**src/sv/emst_sqrt_stage.sv**
```systemverilog
// ----------------------------------------------------------------------------
// emst_sqrt_stage: one base-4 digit of the square root
// Brings down one digit pair and decides one root bit; carries the entry.
// ----------------------------------------------------------------------------
module emst_sqrt_stage #(
  parameter int unsigned P    = 29,
  parameter int unsigned PAIR = 0,
  parameter int unsigned TW   = 8
) (
  input  logic            clk_i,
  input  logic            rst_ni,
  input  logic            en_i,
  input  logic            valid_i,
  input  logic [TW-1:0]   tag_i,
  input  logic [2*P-1:0]  rad_i,
  input  logic [P+2:0]    rem_i,
  input  logic [P-1:0]    root_i,
  output logic            valid_o,
  output logic [TW-1:0]   tag_o,
  output logic [2*P-1:0]  rad_o,
  output logic [P+2:0]    rem_o,
  output logic [P-1:0]    root_o
);

  localparam int unsigned RW = P + 3;

  logic          valid_q;
  logic [TW-1:0] tag_q;
  logic [2*P-1:0] rad_q;
  logic [RW-1:0] rem_q;
  logic [P-1:0]  root_q;
  logic [RW-1:0] rem_sh;
  logic [RW-1:0] trial;
  logic          ge;

  assign rem_sh = {rem_i[RW-3:0], rad_i[2*PAIR+1 -: 2]};
  assign trial  = RW'({root_i, 2'b01});
  assign ge     = (rem_sh >= trial);

  always_ff @(posedge clk_i or negedge rst_ni) begin
    if (!rst_ni) begin
      valid_q <= 1'b0;
    end else if (en_i) begin
      valid_q <= valid_i;
    end
  end

  always_ff @(posedge clk_i) begin
    if (en_i) begin
      tag_q  <= tag_i;
      rad_q  <= rad_i;
      rem_q  <= ge ? (rem_sh - trial) : rem_sh;
      root_q <= {root_i[P-2:0], ge};
    end
  end

  assign valid_o = valid_q;
  assign tag_o   = tag_q;
  assign rad_o   = rad_q;
  assign rem_o   = rem_q;
  assign root_o  = root_q;

endmodule

```
**src/sv/emst_dist_pipe.sv**
```systemverilog
// ----------------------------------------------------------------------------
// emst_dist_pipe: distance pipeline of the ring
// Absolute differences, squares, sum, then one root digit per stage.
// ----------------------------------------------------------------------------
module emst_dist_pipe #(
  parameter int unsigned C  = 20,
  parameter int unsigned F  = 8,
  parameter int unsigned TW = 8
) (
  input  logic                clk_i,
  input  logic                rst_ni,
  input  logic                en_i,
  input  logic                valid_i,
  input  logic [TW-1:0]       tag_i,
  input  logic [C-1:0]        x_i,
  input  logic [C-1:0]        y_i,
  input  logic [C-1:0]        cx_i,
  input  logic [C-1:0]        cy_i,
  output logic                valid_o,
  output logic [TW-1:0]       tag_o,
  output logic [C+F:0]        len_o
);

  localparam int unsigned P = C + F + 1;

  logic            a_vld_q, b_vld_q, c_vld_q;
  logic [TW-1:0]   a_tag_q, b_tag_q, c_tag_q;
  logic [C-1:0]    dx_q, dy_q;
  logic [2*C-1:0]  sqx_q, sqy_q;
  logic [2*C:0]    v;
  logic [2*P-1:0]  rad_q;

  logic            s_vld  [P+1];
  logic [TW-1:0]   s_tag  [P+1];
  logic [2*P-1:0]  s_rad  [P+1];
  logic [P+2:0]    s_rem  [P+1];
  logic [P-1:0]    s_root [P+1];

  assign v = {1'b0, sqx_q} + {1'b0, sqy_q};

  always_ff @(posedge clk_i or negedge rst_ni) begin
    if (!rst_ni) begin
      a_vld_q <= 1'b0;
      b_vld_q <= 1'b0;
      c_vld_q <= 1'b0;
    end else if (en_i) begin
      a_vld_q <= valid_i;
      b_vld_q <= a_vld_q;
      c_vld_q <= b_vld_q;
    end
  end

  always_ff @(posedge clk_i) begin
    if (en_i) begin
      a_tag_q <= tag_i;
      dx_q    <= (x_i > cx_i) ? (x_i - cx_i) : (cx_i - x_i);
      dy_q    <= (y_i > cy_i) ? (y_i - cy_i) : (cy_i - y_i);
      b_tag_q <= a_tag_q;
      sqx_q   <= dx_q * dx_q;
      sqy_q   <= dy_q * dy_q;
      c_tag_q <= b_tag_q;
      rad_q   <= {{(2*P-2*C-1){1'b0}}, v} << (2*F);
    end
  end

  assign s_vld[0]  = c_vld_q;
  assign s_tag[0]  = c_tag_q;
  assign s_rad[0]  = rad_q;
  assign s_rem[0]  = '0;
  assign s_root[0] = '0;

  for (genvar k = 0; k < P; k++) begin : g_root
    emst_sqrt_stage #(
      .P    (P),
      .PAIR (P - 1 - k),
      .TW   (TW)
    ) u_stage (
      .clk_i   (clk_i),
      .rst_ni  (rst_ni),
      .en_i    (en_i),
      .valid_i (s_vld[k]),
      .tag_i   (s_tag[k]),
      .rad_i   (s_rad[k]),
      .rem_i   (s_rem[k]),
      .root_i  (s_root[k]),
      .valid_o (s_vld[k+1]),
      .tag_o   (s_tag[k+1]),
      .rad_o   (s_rad[k+1]),
      .rem_o   (s_rem[k+1]),
      .root_o  (s_root[k+1])
    );
  end

  assign valid_o = s_vld[P];
  assign tag_o   = s_tag[P];
  assign len_o   = s_root[P];

endmodule

```
**config.mk**
```make
export PLATFORM = sky130hd
export DESIGN_NAME = emst_dist_pipe
export DESIGN_NICKNAME = d
export VERILOG_FILES = /design/src/sv/emst_sqrt_stage.sv /design/src/sv/emst_dist_pipe.sv
export SDC_FILE = /design/constraint.sdc
export NUM_CORES = 2
export LEC_CHECK = 0
export ABC_CLOCK_PERIOD_IN_PS = 9600
export BUFFER_PORTS_ARGS = -buffer_cell sky130_fd_sc_hd__buf_2
export CORE_MARGIN = 2
export CORE_UTILIZATION = 65
export DETAILED_ROUTE_END_ITERATION = 10
export MAX_ROUTING_LAYER = met4
export PLACE_DENSITY = 0.78
export SYNTH_ARGS = -nofsm -noshare
export SYNTH_HDL_FRONTEND = slang
export SYNTH_SLANG_ARGS = --single-unit
```
**constraint.sdc**
```tcl
create_clock -name clk_i -period 9.6 [get_ports clk_i]
set_clock_uncertainty 0.1 [all_clocks]
set_input_delay 1.92 -clock clk_i [delete_from_list [all_inputs] [get_ports clk_i]]
set_output_delay 1.92 -clock clk_i [all_outputs]
set_load 0.01 [all_outputs]
```
# After elaboration in Yosys (flattened, before gate mapping)
# Index checks and enable logic that the tools add are counted.
[word_totals]
register_bits = 2117
out_inout_bits = 38
[op_classes]
addsub = 33
multipliers = 2
n_lt_le_gt_ge = 31
n_mux = 30
[ops]
columns = ["operator", "n"]
rows = [
  ["2-to-1 mux 30 bit", 27],
  ["multiplier 20 x 20 -> 40 bit", 2],
  ["subtractor 20 bit", 4],
  ["adder 40 x 40 -> 41 bit", 1],
  ["> comparator 20 bit", 2],
  ["2-to-1 mux 20 bit", 2],
  [">= comparator 32 x 10 -> 1 bit", 1],
  [">= comparator 32 x 11 -> 1 bit", 1],
  [">= comparator 32 x 12 -> 1 bit", 1],
  [">= comparator 32 x 13 -> 1 bit", 1],
  [">= comparator 32 x 14 -> 1 bit", 1],
  [">= comparator 32 x 15 -> 1 bit", 1],
  [">= comparator 32 x 16 -> 1 bit", 1],
  [">= comparator 32 x 17 -> 1 bit", 1],
  [">= comparator 32 x 18 -> 1 bit", 1],
  [">= comparator 32 x 19 -> 1 bit", 1],
  [">= comparator 32 x 20 -> 1 bit", 1],
  [">= comparator 32 x 21 -> 1 bit", 1],
  [">= comparator 32 x 22 -> 1 bit", 1],
  [">= comparator 32 x 23 -> 1 bit", 1],
  [">= comparator 32 x 24 -> 1 bit", 1],
  [">= comparator 32 x 25 -> 1 bit", 1],
  [">= comparator 32 x 26 -> 1 bit", 1],
  [">= comparator 32 x 27 -> 1 bit", 1],
  ["other kinds (40)", 40],
]

# Depth between registers and ports, before layout
[logic_depth]
ltp_word = 2
depth_mapped = 28

# By module
# A second synthesis with hierarchy kept.
[unflattened]
hier_cells = 17523
hier_area_um2 = 209751.2
[modules_own_cells]
columns = ["mod", "n_inst", "cells_per_inst", "area_per_inst_um2", "seq_area_each_um2"]
rows = [
  ["emst_sqrt_stage", 29, 480, 6042.0, 3838.7],
  ["emst_dist_pipe", 1, 3603, 34531.9, 5570.3],
]

# Least setup slack after synthesis
# OpenSTA, ideal clock, no wires.
[synth_timing]
path_kind = "reg-to-reg"
start = "register dy_q[2]"
end = "register sqy_q[33] (data pin)"
setup_ns = 0.265
arrival_time_ns = 7.132
path_slack_ns = 2.103
path_stages_with_launch = 28
path_buffers = 2
period_less_slack_ns = 7.497
cell_sequence = "edfxtp_1 clkbuf_1 clkbuf_1 nand2_1 fa_1 inv_1 fa_1 inv_1 fa_1 inv_1 fa_1 inv_1 fa_1 inv_1 fa_1 inv_1 fa_1 inv_1 ha_1 a211o_1 a21oi_1 nand2_1 o21ai_0 a21oi_1 a21o_1 a31oi_1 o21ai_0 xor2_1"
[synth_between]
elab_chain_len = 1
[synth_rtl]
columns = ["item", "line", "text"]
rows = [
  ["start: declaration", "emst_dist_pipe.sv:28", "logic [C-1:0] dx_q, dy_q;"],
  ["start signal: assignment", "emst_dist_pipe.sv:57", "dy_q <= (y_i > cy_i) ? (y_i - cy_i) : (cy_i - y_i);"],
  ["multiplier 20 x 20 -> 40 bit", "emst_dist_pipe.sv:60", "sqy_q <= dy_q * dy_q;"],
  ["end signal: assignment", "emst_dist_pipe.sv:60", ""],
  ["end: declaration", "emst_dist_pipe.sv:29", "logic [2*C-1:0] sqx_q, sqy_q;"],
]
# No other way between the ends.
# A chain may end at the register's enable or synchronous reset.

# Final worst setup path
[layout_timing]
start = "register dx_q[9]"
end = "register sqx_q[39] (data pin)"
[layout_between]
elab_chain_len = 1
[layout_rtl]
columns = ["item", "line", "text"]
rows = [
  ["start: declaration", "emst_dist_pipe.sv:28", ""],
  ["start signal: assignment", "emst_dist_pipe.sv:56", "dx_q <= (x_i > cx_i) ? (x_i - cx_i) : (cx_i - x_i);"],
  ["multiplier 20 x 20 -> 40 bit", "emst_dist_pipe.sv:59", "sqx_q <= dx_q * dx_q;"],
  ["end signal: assignment", "emst_dist_pipe.sv:59", ""],
  ["end: declaration", "emst_dist_pipe.sv:29", ""],
]
# No other way between the ends.

==> metrics <==
Mapped Avg Cell Area between 10 and 15 sq um; DP Wirelength 192000 um; clk slew on worst S/H paths 0.06 ns; Rows between 150 and 200; Setup TNS 0 ns; RePlAce Congestion 0.931; Primary FF master, synth edfxtp_1; WL/cell 19.2 um; synth unique cells 97; Routed WL approximately 260000 um; Core Area 190000 sq um; worst skew pair latency 0.87 ns; total CTS buffers 208; H-tree levels 4; Area growth syn-to-layout 8.33%; CTS Hold Buffers Added 0; # IOs between 100 and 150; DRT antenna net count 0; fin crit share 86.7%; Slew headroom 13.4%; reg2reg setup slack 1.28 ns; Synth async-reset ratio ~1.5%; vias per cell just under 6; Port Buf Inserts 129; Post-synth EDFFs 2055; GRT overflow 0; clock sinks 2087; Max Root-Sink Buffers 3; DR iter-0 viols around 6000; CP endpoint kind flop; root buffer cell clkbuf_16; initial antenna violation count 3; CP max FO 14; syn nets 12200; Mapped Area approximately 120000 sq um; CP max-delay cell edfxtp_1; final hold violations 0; CTS tree built; Max Slew Vio Count 0; RSZ-0062 raised after global routing false; share of layout cells above drive strength 1 under 10%; crit-path max cell delay 0.78 ns; footprint of the multi-input gates 55600 sq um; Initial Util roughly two thirds; critical path class reg2reg; # nets final 12300; vias in the first global route ~80000; post_cts resized 0; # setup viols final 0; full die area 195000 sq um; FF+latch area about 63000 sq um; yosys warns 0; Post CTS Setup Buffer Count 0; die height ~440 um; DRT Pass-1 Iters 6; post-layout util 70.9%; WP data arrival approximately 9 ns; FMAX 120 MHz; Buf+Inv Stages, Crit Path 8; largest net degree at the start of global routing 176; FILL cells 13000; first-pass GRT wire length 421000 um; post-synthesis sequential area ratio 50.2%; # DRC 0; Least-Margin Pin Slew roughly 1.3 ns; critical path's top delay family adder cells; number of synthesized register bits 2087; Critical Path RT approximately 10 ns; die width 442 um; status finished, final reports clean; vias 79500; Post-Syn Instances around 11000; min Tclk post-route between 8 and 9 ns; max_cap viols 0; Setup crit start kind flop; hold crit path type reg2reg; Total GRT Usage 27.5%
-- area by class of cell --
type                            count  share of cell area (%)
Clock buffer                      250                    4.01
Sequential cell                  2087                    46.3
Antenna cell                        2                 0.00371
Timing Repair Buffer              188                   0.901
Clock inverter                    142                    1.17
Multi-Input combinational cell   6872                    41.2
Tap cell                         2511                    2.33
Inverter                         1444                    4.02
-- metal layers --
metal	global-route usage, %	part of all wire (%)
met5	-	0
met1	33.6	40
met4	10.7	4.0
met2	47.4	51
met3	2.94	4.1
-- final timing paths --
path                                                           to  depth (start not counted)                                  from
max in group asynchronous   g_root[3].u_stage.valid_o$_DFFE_PN0P_                          1                                rst_ni
min reg2reg                  g_root[1].u_stage.tag_o[7]$_DFFE_PP_                          0  g_root[0].u_stage.tag_o[7]$_DFFE_PP_
max reg2reg                                   sqx_q[39]$_DFFE_PP_                         26                     dx_q[9]$_DFFE_PP_
min in group asynchronous  g_root[25].u_stage.valid_o$_DFFE_PN0P_                          1                                rst_ni
max                                           sqx_q[39]$_DFFE_PP_                         26                     dx_q[9]$_DFFE_PP_
min                          g_root[1].u_stage.tag_o[7]$_DFFE_PP_                          0  g_root[0].u_stage.tag_o[7]$_DFFE_PP_
-- stage by stage --
stage          worst slack (ns)  std cells  area, sq um  hold slack [ns]
2_1_floorplan              2.10      10700       125000            0.300
3_3_place_gp               1.48      13100       128000            0.300
3_5_place_dp               1.43      13100       128000            0.305
4_1_cts                    1.37      13500       135000            0.293
5_1_grt                   0.904      13500       135000            0.313
6_report                   1.28      13500       135000            0.290
-- registers in the layout, summed over array words and instances (netlist names), 29 cells and up --
name and flops:
rad_q 41, g_root.u_stage.rad_o 420, g_root.u_stage.tag_o 232, sqx_q 39, g_root.u_stage.valid_o 29, g_root.u_stage.root_o 435, g_root.u_stage.rem_o 785, sqy_q 39
-- cell usage after synthesis (15+ instances only) --
master     count  share of area, %
a31o_2        23              0.16
nand3b_1      20              0.12
nand4_1       89              0.45
nor3_1       200              0.80
xor2_1       390               2.7
a21oi_1      619               2.5
a211oi_1      55              0.33
dfrtp_1       32              0.64
mux2_2       104              0.94
clkbuf_1     222              0.67
buf_2         23             0.092
a21o_1       282               1.7
nand2_1      758               2.3
nor2b_1       96              0.48
o21bai_1      67              0.40
mux2i_1       23              0.18
or4_1         43              0.26
a31oi_1       59              0.30
a211o_1       19              0.13
ha_1         875               8.8
edfxtp_1    2055                50
or3_1         90              0.45
o21ai_0      433               1.7
nor2_1       543               1.6
xnor2_1      402               2.8
inv_1       1442               4.3
a21boi_0      29              0.17
and2_1       184              0.92
a2111oi_0     16              0.11
or2_2         59              0.30
nor3b_1       15             0.090
o21a_1       100              0.60
fa_1         569               9.1
nand2b_1      88              0.44
o211ai_1      36              0.22
and3_1        45              0.23
nor4_1       118              0.59
nand3_1      127              0.51
o31ai_1       72              0.43
-- cells by family after synthesis --
| family | Yosys count | synth area share [%] |
|---|---|---|
| and+or+nand+nor | 2528 | 9.98 |
| DFF | 2087 | 50.2 |
| buffers and inverters | 1705 | 5.16 |
| muxes | 127 | 1.13 |
| AOI/OAI and AO/OA | 1980 | 10.0 |
| adders and majority gates | 1444 | 17.9 |
| xor gates and xnor gates | 792 | 5.57 |
| other | 1 | 0.00301 |
-- worst reg2reg max path, cell delays in order (launching register included) --
cell      delay (ns)
edfxtp_1        0.78
buf_4           0.29
nand2_1         0.10
fa_1            0.61
inv_1           0.07
fa_1            0.50
inv_1           0.06
fa_1            0.53
inv_1           0.05
fa_1            0.51
inv_1           0.05
fa_1            0.47
inv_1           0.06
fa_1            0.54
inv_1           0.06
fa_1            0.49
inv_1           0.04
ha_1            0.38
nand2_1         0.10
o21ai_0         0.11
o41ai_1         0.58
o221ai_1        0.24
a21oi_1         0.47
o21ai_0         0.29
a41oi_1         0.32
o21ai_0         0.13
xnor2_1         0.14
-- placed cells by master, fill, tap and decap left out, types with 390 or more instances in the layout --
cell type	n
xnor2_1	402
edfxtp_1	2055
a21oi_1	619
nand2_1	758
inv_1	1442
fa_1	569
o21ai_0	433
ha_1	875
nor2_1	543
xor2_1	390
Power is left out: the tool's default activity adds up to more than one toggle a clock period on the data nets, which glitch-free logic cannot reach.
