===== config.mk =====
export PLATFORM = sky130hd
export DESIGN_NAME = emst_cell
export DESIGN_NICKNAME = d
export VERILOG_FILES = /design/src/sv/emst_pkg.sv /design/src/sv/emst_cell.sv
export SDC_FILE = /design/constraint.sdc
export NUM_CORES = 1
export LEC_CHECK = 0
export BUFFER_PORTS_ARGS = -buffer_cell sky130_fd_sc_hd__clkbuf_2
export CAP_MARGIN = 10
export CORE_AREA = 4 4 41 43
export DETAILED_ROUTE_END_ITERATION = 8
export DIE_AREA = 0 0 45 47
export PLACE_DENSITY_LB_ADDON = 0.25
export SYNTH_ARGS = -nofsm -noshare
export SYNTH_HDL_FRONTEND = slang
export SYNTH_SLANG_ARGS = --single-unit

===== constraint.sdc =====
create_clock -name clk_i -period 1 [get_ports clk_i]
set_clock_uncertainty 0.15 [all_clocks]
set_input_delay 0.2 -clock clk_i [delete_from_list [all_inputs] [get_ports clk_i]]
set_output_delay 0.2 -clock clk_i [all_outputs]
set_load 0.02 [all_outputs]

===== src/sv/emst_pkg.sv =====
// ----------------------------------------------------------------------------
// emst_pkg: shared types and constants of the Euclidean MST length core
// Transfer codes, sequencer states, cell control and default sizes.
// ----------------------------------------------------------------------------
package emst_pkg;

  localparam int unsigned MAX_POINTS_DEF = 1024;
  localparam int unsigned COORD_BITS_DEF = 20;
  localparam int unsigned FRAC_BITS_DEF  = 8;
  localparam int unsigned OUT_W          = 40;
  localparam int unsigned MODE_W         = 2;

  typedef enum logic [MODE_W-1:0] {
    MODE_LOAD    = 2'd0,
    MODE_ROAD    = 2'd1,
    MODE_COMPUTE = 2'd2
  } mode_e;

  typedef enum logic [2:0] {
    ST_IDLE,
    ST_FIND,
    ST_RELABEL,
    ST_PRIM,
    ST_EMIT
  } state_e;

  typedef struct packed {
    logic shift;
    logic clear;
  } cell_ctrl_t;

endpackage


===== src/sv/emst_cell.sv =====
// ----------------------------------------------------------------------------
// emst_cell: one ring cell
// Holds one point entry and hands it to the next cell on every shift.
// ----------------------------------------------------------------------------
module emst_cell #(
  parameter int unsigned W = 8
) (
  input  logic                clk_i,
  input  logic                rst_ni,
  input  emst_pkg::cell_ctrl_t ctrl_i,
  input  logic                valid_i,
  input  logic [W-1:0]        data_i,
  output logic                valid_o,
  output logic [W-1:0]        data_o
);

  logic         valid_q;
  logic [W-1:0] data_q;

  always_ff @(posedge clk_i or negedge rst_ni) begin
    if (!rst_ni) begin
      valid_q <= 1'b0;
    end else if (ctrl_i.clear) begin
      valid_q <= 1'b0;
    end else if (ctrl_i.shift) begin
      valid_q <= valid_i;
    end
  end

  always_ff @(posedge clk_i) begin
    if (ctrl_i.shift) begin
      data_q <= data_i;
    end
  end

  assign valid_o = valid_q;
  assign data_o  = data_q;

endmodule


# ---- Word level (Yosys, flattened, before mapping)
# Index checks and enable logic that the tools add are counted.
dict set report op_classes {
  n_mux 2
  reduce_logical 1
}
# op count
set ops {}
lappend ops {{2-to-1 mux 1 bit} 2}
lappend ops {{nonzero test 2 bit} 1}
dict set report word_totals {
  elab_cells 5
  in_bits 13
  register_bits 9
  out_inout_bits 9
}

# ---- Longest topological paths before layout
# Gate-level depths: netlist of run 1.
dict set report depth {
  ltp_word 2
  mapped_depth 2
  mapped_depth_nobuf 2
}

# ---- Least setup slack after synthesis of run 1
# OpenSTA, ideal clock, no wires.
dict set report synth_path {
  kind {flip-flop to flip-flop}
  start {register, netlist name valid_o}
  end {register valid_q (netlist: valid_o)}
  t_required_ns 0.732
  arrival_ns 0.613
  path_slack_ns 0.119
  stages_incl_launch_ff 3
  setup_time_ns 0.118
  period_less_slack_ns 0.881
  n_path_buf 0
  cell_sequence {dfrtp_1 -> mux2i_1 -> nor2_1}
}
# item line_no
set synth_lines {}
lappend synth_lines {{to (signal assigned)} emst_cell.sv:26} ;# valid_q <= valid_i;
lappend synth_lines {{to (decl)} emst_cell.sv:17} ;# logic valid_q;

# ---- Worst setup path in the final report of run 1
dict set report layout_path {
  start {register valid_q (netlist: valid_o)}
  end {output valid_o}
}
# item line_no
set layout_lines {}
lappend layout_lines {{to (decl)} emst_cell.sv:13} ;# output logic valid_o,
# No word-level cell between the ends.

==> results summary, run 1 <==
The summed instance area of the synthesized netlist is about 280 sq um. The number of filler cells placed in the layout came out at around 140. The cell family contributing the most delay on the critical path is flip-flops. In the routed design, unresolved DRC markers number 0. The net count after synthesis is 24. The number of antenna violations at the first check in global routing came to 0. The final total power is 0.865 mW.

The signal on the critical path passes through buf_6. The maximum root-to-sink buffer count is 2. For this configuration, the core starts out at a cell density of 0.214. The buffering stage count on the worst path with inverters included came out at 1. The total negative setup slack came out at -1.11 ns. Sorting the synthesized cells by area gives the leading types as sky130_fd_sc_hd__edfxtp_1, sky130_fd_sc_hd__dfrtp_1, sky130_fd_sc_hd__mux2i_1.

The library cell used as clock root buffer is sky130_fd_sc_hd__clkbuf_4. The delay of the slowest critical-path stage came out at 0.39 ns. The start of the worst register-to-register path is valid_o. The most frequently used flop master after synthesis is sky130_fd_sc_hd__edfxtp_1. The worst hold path was traced through 3 stages. The total global-route track usage is 0.0698. The wire length reported by the detailed router came out at 607 um. In this run the remaining antenna-violating nets after routing total 0. The run finished, with violations left. The worst register-to-register path ends at valid_o. The placement row count is 13. The capturing element type of the critical path is an output pin.

Before antenna repair, the detailed router went through 2 iterations. In the synthesized netlist, the cells that appear most often are sky130_fd_sc_hd__edfxtp_1, sky130_fd_sc_hd__dfrtp_1, sky130_fd_sc_hd__mux2i_1, sky130_fd_sc_hd__nor2_1. The worst hold path begins at valid_i. The number of clock sinks seen by CTS is 9.

Measured along the x axis, the die boundary spans 45 um. The number of top-level pins is 22. The detailed-route via count came out at 235.

The number of global-route vias before repair came out at 230. The endpoint with the worst hold slack is valid_o. The area share of the leading cell type in the synthesized netlist is 0.861. The CTS tree is done. The least setup slack across all paths after layout is -0.134 ns. The worst setup path is launched from a register. The number of nets at the end of the flow came out at 60.

The proportion of synthesized chip area in sequential cells came out at 0.951. The average instance in the mapped netlist occupies 25.4 sq um. The clock transition at the registers of the reported paths came out at about 0.060 ns.

At the placement stage, the worst setup path has a slack of around 0.035 ns. The checks that failed: negative setup slack. STA puts the critical path data required time at 0.65 ns. The number of different library cells in the post-synthesis netlist is 4. The final count of pins violating max slew is 0. The proportion of layout cells with a drive suffix above 1 is 0.522.

The number of failing hold endpoints at the final stage came out at 0. The die extent in y is 47 um. The critical path is of the reg2out type. The antenna diode count is 0. The H-tree depth came out at 1. The cell count after synthesis is 11. The number of flops mapped to enable cells by yosys is 8. Setup repair after global routing could not meet its margin everywhere. The share of synthesized registers carrying an async set or reset is 0.111.

The core outline area came out at 1300 sq um. The yosys synthesis warning count is 0. Input and output buffers added on the ports amount to 21. The average wire length per cell after detail routing is approximately 10 um. The largest fanout of any net on the critical path came out at 2. Compared with the post-synthesis result, the final layout area differs by 103%.

The final-report setup violation count came out at 9. The initial DRC count came out at 6. The first-pass GRT wire length came out at about 950 um. Summing all multi-input logic gate instances after layout gives roughly 14 sq um. The number of CTS-inserted buffers came out at 3. Max-cap violations in this run came to 0. The highest clock rate came out at between 800 and 900 MHz.

Counting flops and latches in the post-synthesis netlist gives 9. The static power due to leakage came out at 0.254 nW. The congestion estimate from routability-driven global placement came to 0.602. The worst hold path belongs to the class in2reg. The slowest stage of the critical path belongs to the cell sky130_fd_sc_hd__dfrtp_1. For the pin with the worst max-slew slack, the measured transition is 0.217 ns. The post-route worst hold slack came out at 0.0448 ns.

The worst slew margin relative to its limit came out at 0.855. The overall die area came out at 2120 sq um. The most repeated cell in the gate-level netlist after synthesis is sky130_fd_sc_hd__edfxtp_1.

The number of cells on the worst reg-to-reg path is 2. The pin count of the biggest net entering global routing came out at 10. The register-to-register path setup slack came out at 0.16 ns. The ratio of routed vias to standard cells is 3.85.

The minimum clock period after layout is 1.13 ns. The total area of sequential cells is 265 sq um. The worst path arrival time is 0.78 ns. Dividing the final minimum period by the clock period gives 1.13. The synthesized design spends more area on one cell type than any other, namely sky130_fd_sc_hd__edfxtp_1.

The maximum ir drop on the vdd rail is 0.000642 V. The overall overflow remaining after global route came out at 0. The power density relative to cell area came out at 1530 nW/um^2. Clock latency on the worst-skew pair, taken at its later pin, is 0.25 ns.
[state kept, by name, summed over array words and instances (netlist names)]
register,cells
data_o,8
valid_o,1
[area by class of cell]
class	count	share of cell area
Sequential cell	9	0.468
Timing Repair Buffer	31	0.428
Clock buffer	4	0.0464
Tap cell	15	0.0331
Multi-Input combinational cell	2	0.0243
[through the flow]
stage | cell area, sq um | util | std cells
finish | 567 | 0.436 | 61
detailed placement | 403 | 0.310 | 47
global placement | 403 | 0.310 | 47
CTS | 529 | 0.407 | 61
floorplan | 279 | - | 11
global route | 567 | 0.436 | 61
[worst max path at each step]
stage / from / endpoint / slack (ns) / depth (start not counted)
after floorplan: valid_o / valid_o / 0.12 / 2
after global placement: ctrl_i[1] / valid_o / 0.06 / 3
after detailed placement: ctrl_i[1] / valid_o / 0.04 / 3
after CTS: data_o[0] / data_o[0] / -0.15 / 1
after global routing: valid_o / valid_o / -0.19 / 1
final: valid_o / valid_o / -0.13 / 1
[cell families (layout without fill, tap and decap cells)]
logic type | after synthesis | in the layout | synth area share
and+or+nand+nor | 1 | 1 | 0.0134
muxes | 1 | 1 | 0.0359
buffers and inverters | 0 | 35 | 0
DFF | 9 | 9 | 0.951
[tightest hold or removal path: stages]
cell,delay (ns)
sky130_fd_sc_hd__clkbuf_2,0.08
sky130_fd_sc_hd__mux2i_1,0.06
sky130_fd_sc_hd__nor2_1,0.07
[what timing repair did]
action	CTS	global route
pin swaps	0	0
gates resized for setup	0	21
hold buffers	10	0
hold endpoints to repair	10	0
setup buffers	0	0
setup endpoints to repair	9	9
[cells in the final DEF, fill, tap and decap left out, drive strengths merged]
| master | count |
|---|---|
| edfxtp | 8 |
| clkbuf | 16 |
| mux2i | 1 |
| dlygate4sd3 | 10 |
| buf | 9 |
| nor2 | 1 |
| dfrtp | 1 |
[metal layers]
layer	GRT usage	wire length, um	part of all wire	vias to the layer above
li1	-	-	-	114
met1	0.0475	163	0.27	105
met2	0.121	333	0.55	14
met3	0.0575	92	0.15	2
met4	0.0526	17	0.028	0
met5	0	0	0	-
[power by group]
part	leakage, nW	switching [mW]	internal, mW
logic	0.148	0.0630	0.0828
registers	0.0916	0.0110	0.442
clock network	0.0150	0.113	0.153
total	0.254	0.187	0.678
No activity file was read; power rests on OpenSTA's default activity.
==> run 2, diff against run 1 <==
Settings changed: CTS_CLUSTER_SIZE set to 12, SETUP_SLACK_MARGIN set to 0.1.
Clock period 1 ns to 1.1 ns, I/O delays scaled along.
==> run 2 against run 1 <==
Net effect:
- the run still ends with negative setup slack left
- register-to-register slack better by 0.10 ns
- sequential power is 9.1% lower
- combinational power is 9% lower
- final area is 0.44% higher
- final cell count stayed put
- clock-buffer cell count stayed put
- die area stayed put
- wire length is 0.16% lower
- critical path type unchanged
- highest routed layer unchanged
==> results summary, run 2 (synthesis results as in run 1) <==
Result of the run: complete, but fails checks (unchanged). Violations in the final reports: negative setup slack (unchanged). The ratio of routed vias to standard cells came to 3.85 (unchanged).

The delay of the slowest critical-path stage is 0.39 ns (about the same). The share of the core filled with cells in the final layout is 0.438 (was 0.436). The number of failing hold endpoints at the final stage was 0 (unchanged). The average wire length per cell after detail routing is 9.93 um (was 9.95 um).

The sum of met3 wire segment lengths after detailed routing came out at 92 um (unchanged). The first-pass GRT wire length was 945 um (unchanged). The type of the most critical hold path is in2reg (unchanged). The highest clock rate is between 800 and 900 MHz.

The library cell used as clock root buffer was sky130_fd_sc_hd__clkbuf_4 (unchanged). The number of antenna violations at the first check in global routing is 0 (unchanged). The die outline width is 45 um (unchanged). The clock transition at the registers of the reported paths is 0.06 ns (about the same). The count of non-filler cells in the finished layout came out at 61 (unchanged).

The synthesis-to-finish area growth is 104% (was 103%). The number of setup buffers added after CTS came out at 0 (unchanged). The die extent in y is 47 um (unchanged). The flip-flop count of the largest register after layout came out at 8 (unchanged).

The number of design rule violations left after detail routing is 0 (unchanged). The wire length on met2 came to 333 um (unchanged). The number of clock sinks seen by CTS came out at 9 (unchanged).

The core outline area was 1300 sq um (unchanged). The wire length reported by the detailed router came out at 606 um (was 607 um). Setup repair after global routing missed its margin: true (unchanged). The part of the cycle the worst path needs came out at 1.05.

The proportion of layout cells with a drive suffix above 1 is 0.522 (unchanged). The number of nets at the end of the flow came out at 60 (unchanged). The worst slack after detailed placement came out at 0.115 ns (was 0.0354 ns).

The leading cell type in the layout, fill and taps excluded was sky130_fd_sc_hd__clkbuf_2 (unchanged). The worst path required time was 0.73 ns (was 0.65 ns). The overall overflow remaining after global route is 0 (unchanged). The initial cell density of the core came to 0.214 (unchanged). Commonest cells after routing, fill and taps aside: sky130_fd_sc_hd__clkbuf_2, sky130_fd_sc_hd__dlygate4sd3_1, sky130_fd_sc_hd__edfxtp_1 (unchanged). The number of top-level pins is 22 (unchanged). The number of filler cells placed in the layout is 134 (was 135). The maximum root-to-sink buffer count is 2 (unchanged). The worst slew margin relative to its limit is 0.855 (unchanged). The cell family with the largest share of critical-path delay was flip-flops (unchanged). The detailed-route via count is 235 (unchanged).

The pin count of the biggest net entering global routing came out at 10 (unchanged). The CTS tree is done (unchanged). The antenna diode count came out at 0 (unchanged). The capturing element type of the critical path is an output pin (unchanged). The routed design could run at a clock period as short as around 1.2 ns. The overall die area is 2120 sq um (unchanged). The maximum ir drop on the vdd rail came out at 0.000584 V (was 0.000642 V). The design area is 569 sq um (was 567 sq um).

Cells along the critical path: buf_6 (unchanged). The number of CTS-inserted buffers is 3 (unchanged). The area after detailed placement came out at 403 sq um (unchanged).

The met1 wire length is 163 um (unchanged). The total global-route track usage was 0.0698 (unchanged). The clock latency on the worst-skew pair came out at 0.25 ns (about the same). The count of buffers from port buffering is 21 (unchanged). The least setup slack across all paths after layout came out at -0.0537 ns (was -0.134 ns). The number of optimization iterations in the first detailed-route pass came out at 2 (unchanged).

The H-tree depth is 1 (unchanged). The final weighted congestion in routability-driven placement came out at 0.602 (unchanged). The final count of pins violating max slew came out at 0 (unchanged). The critical path class is reg2out (unchanged). The number of nets with antenna violations after detailed routing came out at 0 (unchanged). The placement row count was 13 (unchanged). The initial DRC count is 6 (unchanged). The cell total after placement is 47 (unchanged). The largest fanout of any net on the critical path came to 2 (unchanged).

The number of max-capacitance violations reported is 0 (unchanged). The kind of start point of the critical path is a register (unchanged). The buffering stage count on the worst path with inverters included was 1 (unchanged). The library cell contributing the largest single delay on the critical path is sky130_fd_sc_hd__dfrtp_1 (unchanged). The worst path arrival time came out at 0.78 ns (about the same).

The final-report setup violation count is 9 (unchanged). The static power due to leakage came to 0.263 nW (was 0.254 nW). The power density relative to cell area is 1380 nW/um^2 (was 1530 nW/um^2). The number of global-route vias before repair was 230 (unchanged). The actual transition at the worst max-transition pin came out at 0.217 ns (unchanged).

The highest metal layer with signal wires was met4 (unchanged).
## run 2: changes by cell type in the layout (fill, tap and decap cells not counted), sizes merged
cell	change
dlymetal6s4s	+1
dlygate4sd3	-1
## run 2: final cells by class
cell class                 count  area (sq um)  share of cell area
tap                           15          18.8              0.0330
timing repair buffer          31           245               0.431
multi-input combinational      2          13.8              0.0242
sequential                     9           265               0.466
clock buffer                   4          26.3              0.0462
## run 2: metrics by stage
stage / hold slack [ns] / TNS (ns) / total power [mW]
2_1_floorplan: -0.226 / 0 / 0.453
3_3_place_gp: -0.155 / 0 / 0.500
3_5_place_dp: -0.154 / 0 / 0.503
4_1_cts: 0.0625 / -0.530 / 0.782
5_1_grt: 0.0821 / -0.814 / 0.840
6_report: 0.0648 / -0.391 / 0.787
## run 2: path summary, 6_finish.rpt
check,endpoint,cells after the start,startpoint,slack (ns)
hold / removal,valid_o,3,valid_i,0.06
max in group asynchronous,valid_o,2,rst_ni,0.59
setup reg to reg,valid_o,2,valid_o,0.26
min in group asynchronous,valid_o,2,rst_ni,0.12
hold reg to reg,valid_o,2,valid_o,0.41
setup / recovery,valid_o,1,valid_o,-0.05
## run 2: where the power goes
group / switching [mW] / internal (mW)
registers: 0.0100 / 0.402
clock network: 0.103 / 0.139
logic: 0.0573 / 0.0759
total: 0.170 / 0.617
## run 2: layer usage
layer | global-route usage | vias up
met1 | 0.0475 | 105
li1 | - | 114
met3 | 0.0575 | 2
met4 | 0.0526 | 0
met5 | 0 | -
met2 | 0.121 | 14
## run 2: what timing repair did
item / in CTS / in global routing
hold buffers: 10 / 0
hold endpoints to repair: 10 / 0
cloned: 0 / 0
gates resized for setup: 0 / 22
endpoints found under the setup margin: 9 / 10
==> run 3, diff against run 2 <==
Settings changed: CORE_AREA 4 4 41 43 to 2 2 39 41, DIE_AREA 0 0 45 47 to 0 0 41 43.
==> run 3 against run 2 <==
Net effect:
- the run still ends with negative setup slack left
- worst hold slack gained 0.048 ns
- via count down 1.3%
- power grew 2.2%
- wire length grew 2.6%
- combinational power increased by 8%
- sequential share of layout area down 1.5 points
- utilization fell by 1.3 points
- critical endpoint unchanged
- largest power group unchanged
==> results summary, run 3 (synthesis results as in run 1) <==
Result of the run: complete, but fails checks (unchanged). Violations in the final reports: negative setup slack (unchanged). The kind of start point of the critical path is a register (unchanged).

The start of the worst register-to-register path is valid_o (unchanged). The area after detailed placement was 404 sq um (was 403 sq um). The initial DRC count is 0 (was 6). The CTS tree is done (unchanged). Setup repair after global routing missed its margin: true (unchanged). Commonest cells after routing, fill and taps aside: sky130_fd_sc_hd__clkbuf_2, sky130_fd_sc_hd__dlygate4sd3_1, sky130_fd_sc_hd__edfxtp_1 (unchanged).

The clock transition at the registers of the reported paths came out at 0.06 ns (about the same). The overall overflow remaining after global route came to 0 (unchanged). The delay of the slowest critical-path stage came out at 0.40 ns (was 0.39 ns). The number of max-capacitance violations reported came to 0 (unchanged). The number of antenna violations at the first check in global routing was 0 (unchanged). The core outline area came out at 1380 sq um (was 1300 sq um). The average wire length per cell after detail routing is 9.87 um (was 9.93 um). The design area is 588 sq um (was 569 sq um). The power share of the clock group came out at 0.310 (was 0.307).

The register share of total power is 0.512 (was 0.523). The number of cells on the worst reg-to-reg path is 3 (was 2). The worst path arrival time came out at 0.79 ns (was 0.78 ns).

The die extent in y is 43 um (was 47 um). Cells along the critical path: buf_6 (unchanged). The cell family with the largest share of critical-path delay is flip-flops (unchanged). The detailed-route via count is 232 (was 235).

Summed over all nets, the half-perimeter wirelength after detailed placement is approximately 450 um. The final count of pins violating max slew came out at 0 (unchanged). The count of buffers from port buffering is 21 (unchanged). The proportion of total power due to net switching came to 0.224 (was 0.216). The least setup slack across all paths after layout is -0.0625 ns (was -0.0537 ns). The overall die area came out at 1760 sq um (was 2120 sq um). The worst slack after detailed placement is 0.0735 ns (was 0.115 ns). The number of failing hold endpoints at the final stage is 0 (unchanged). The type of the most critical hold path is in2async (was in2reg).

The post-route worst hold slack came out at 0.113 ns (was 0.0648 ns). The antenna diode count is 0 (unchanged). The internal power is 0.624 mW (was 0.617 mW).

The total global-route track usage came out at 0.0783 (was 0.0698). The power density relative to cell area is 1370 nW/um^2 (was 1380 nW/um^2). The placement row count came out at 14 (was 13). The largest fanout of any net on the critical path came out at 2 (unchanged). The leading cell type in the layout, fill and taps excluded is sky130_fd_sc_hd__clkbuf_2 (unchanged). The count of non-filler cells in the finished layout came out at 63 (was 61).

The relative contribution of combinational cells to total power is 0.178 (was 0.169). The worst path required time is 0.73 ns (about the same). The library cell contributing the largest single delay on the critical path is sky130_fd_sc_hd__dfrtp_1 (unchanged). The number of nets with antenna violations after detailed routing is 0 (unchanged). The maximum ir drop on the vdd rail is 0.000491 V (was 0.000584 V). The library cell used as clock root buffer is sky130_fd_sc_hd__clkbuf_4 (unchanged). The number of CTS-inserted buffers came out at 3 (unchanged). The buffering stage count on the worst path with inverters included came out at 1 (unchanged).

The pin count of the biggest net entering global routing came out at 10 (unchanged). The number of global-route vias before repair is 226 (was 230). The static power due to leakage is 0.268 nW (was 0.263 nW). The highest clock rate is 860 MHz (was 867 MHz). The total negative setup slack is -0.389 ns (was -0.391 ns). The maximum root-to-sink buffer count is 2 (unchanged). The number of design rule violations left after detail routing came out at 0 (unchanged). The minimum clock period after layout came to 1.16 ns (was 1.15 ns). The number of clock sinks seen by CTS is 9 (unchanged). The capturing element type of the critical path is an output pin (unchanged). The first-pass GRT wire length came out at 848 um (was 945 um). The initial cell density of the core is 0.202 (was 0.214). The worst flop-to-flop path endpoint is valid_o (unchanged).

The clock latency on the worst-skew pair was 0.25 ns (about the same). The net switching power came to 0.180 mW (was 0.170 mW). The share of the core filled with cells in the final layout is 0.425 (was 0.438). The number of optimization iterations in the first detailed-route pass came out at 1 (was 2). The number of top-level pins is 22 (unchanged). The cell total after placement is 48 (was 47). The critical path class is reg2out (unchanged). The wire length reported by the detailed router is 622 um (was 606 um). The final-report setup violation count is 9 (unchanged). The H-tree depth came out at 1 (unchanged).

The final weighted congestion in routability-driven placement is 0.549 (was 0.602). The ratio of routed vias to standard cells was 3.68 (was 3.85). The part of the cycle the worst path needs was 1.06 (was 1.05). The number of nets at the end of the flow came out at 61 (was 60). The flip-flop count of the largest register after layout came out at 8 (unchanged).

The proportion of layout cells with a drive suffix above 1 came out at 0.553 (was 0.522). The final total power is 0.804 mW (was 0.787 mW). The die outline width is 41 um (was 45 um).

The worst slew margin relative to its limit was 0.839 (was 0.855). The actual transition at the worst max-transition pin is 0.242 ns (was 0.217 ns). The register-to-register path setup slack is 0.08 ns (was 0.26 ns). The synthesis-to-finish area growth came out at 111% (was 104%).
run 3: layer usage:
metal | routed length (um) | up-vias | GRT usage
met5 | 0 | - | 0
met4 | 0 | 0 | 0.0600
met3 | 71 | 0 | 0.0314
met2 | 311 | 17 | 0.113
met1 | 238 | 101 | 0.0872
li1 | - | 114 | -
run 3: cell type report:
type | instances | area (sq um)
Timing Repair Buffer | 32 | 259
Sequential cell | 9 | 265
Fill cell | 138 | 796
Tap cell | 16 | 20.0
Clock buffer | 4 | 26.3
Multi-Input combinational cell | 2 | 17.5
run 3: power groups by stage:
stage | registers (mW) | logic [mW] | clock network [mW]
6_report | 0.412 | 0.143 | 0.249
5_1_grt | 0.415 | 0.154 | 0.285
4_1_cts | 0.408 | 0.116 | 0.265
3_5_place_dp | 0.415 | 0.0877 | 0
3_3_place_gp | 0.415 | 0.0859 | 0
2_1_floorplan | 0.450 | 0.00311 | 0
run 3: what timing repair did:
| item | in CTS | in global routing |
|---|---|---|
| pin swaps | 0 | 1 |
| setup buffers | 0 | 1 |
| hold buffers | 10 | 0 |
| hold endpoints to repair | 10 | 0 |
| endpoints found under the setup margin | 9 | 10 |
| resized for setup | 0 | 25 |
run 3: worst max path at each step:
stage / from / cells after the start / to / slack, ns
finish: valid_o / 1 / valid_o / -0.06
global route: data_o[5] / 1 / data_o[5] / -0.10
CTS: data_o[5] / 1 / data_o[5] / -0.08
detailed placement: ctrl_i[1] / 3 / valid_o / 0.07
global placement: ctrl_i[1] / 3 / valid_o / 0.14
floorplan: valid_o / 2 / valid_o / 0.22
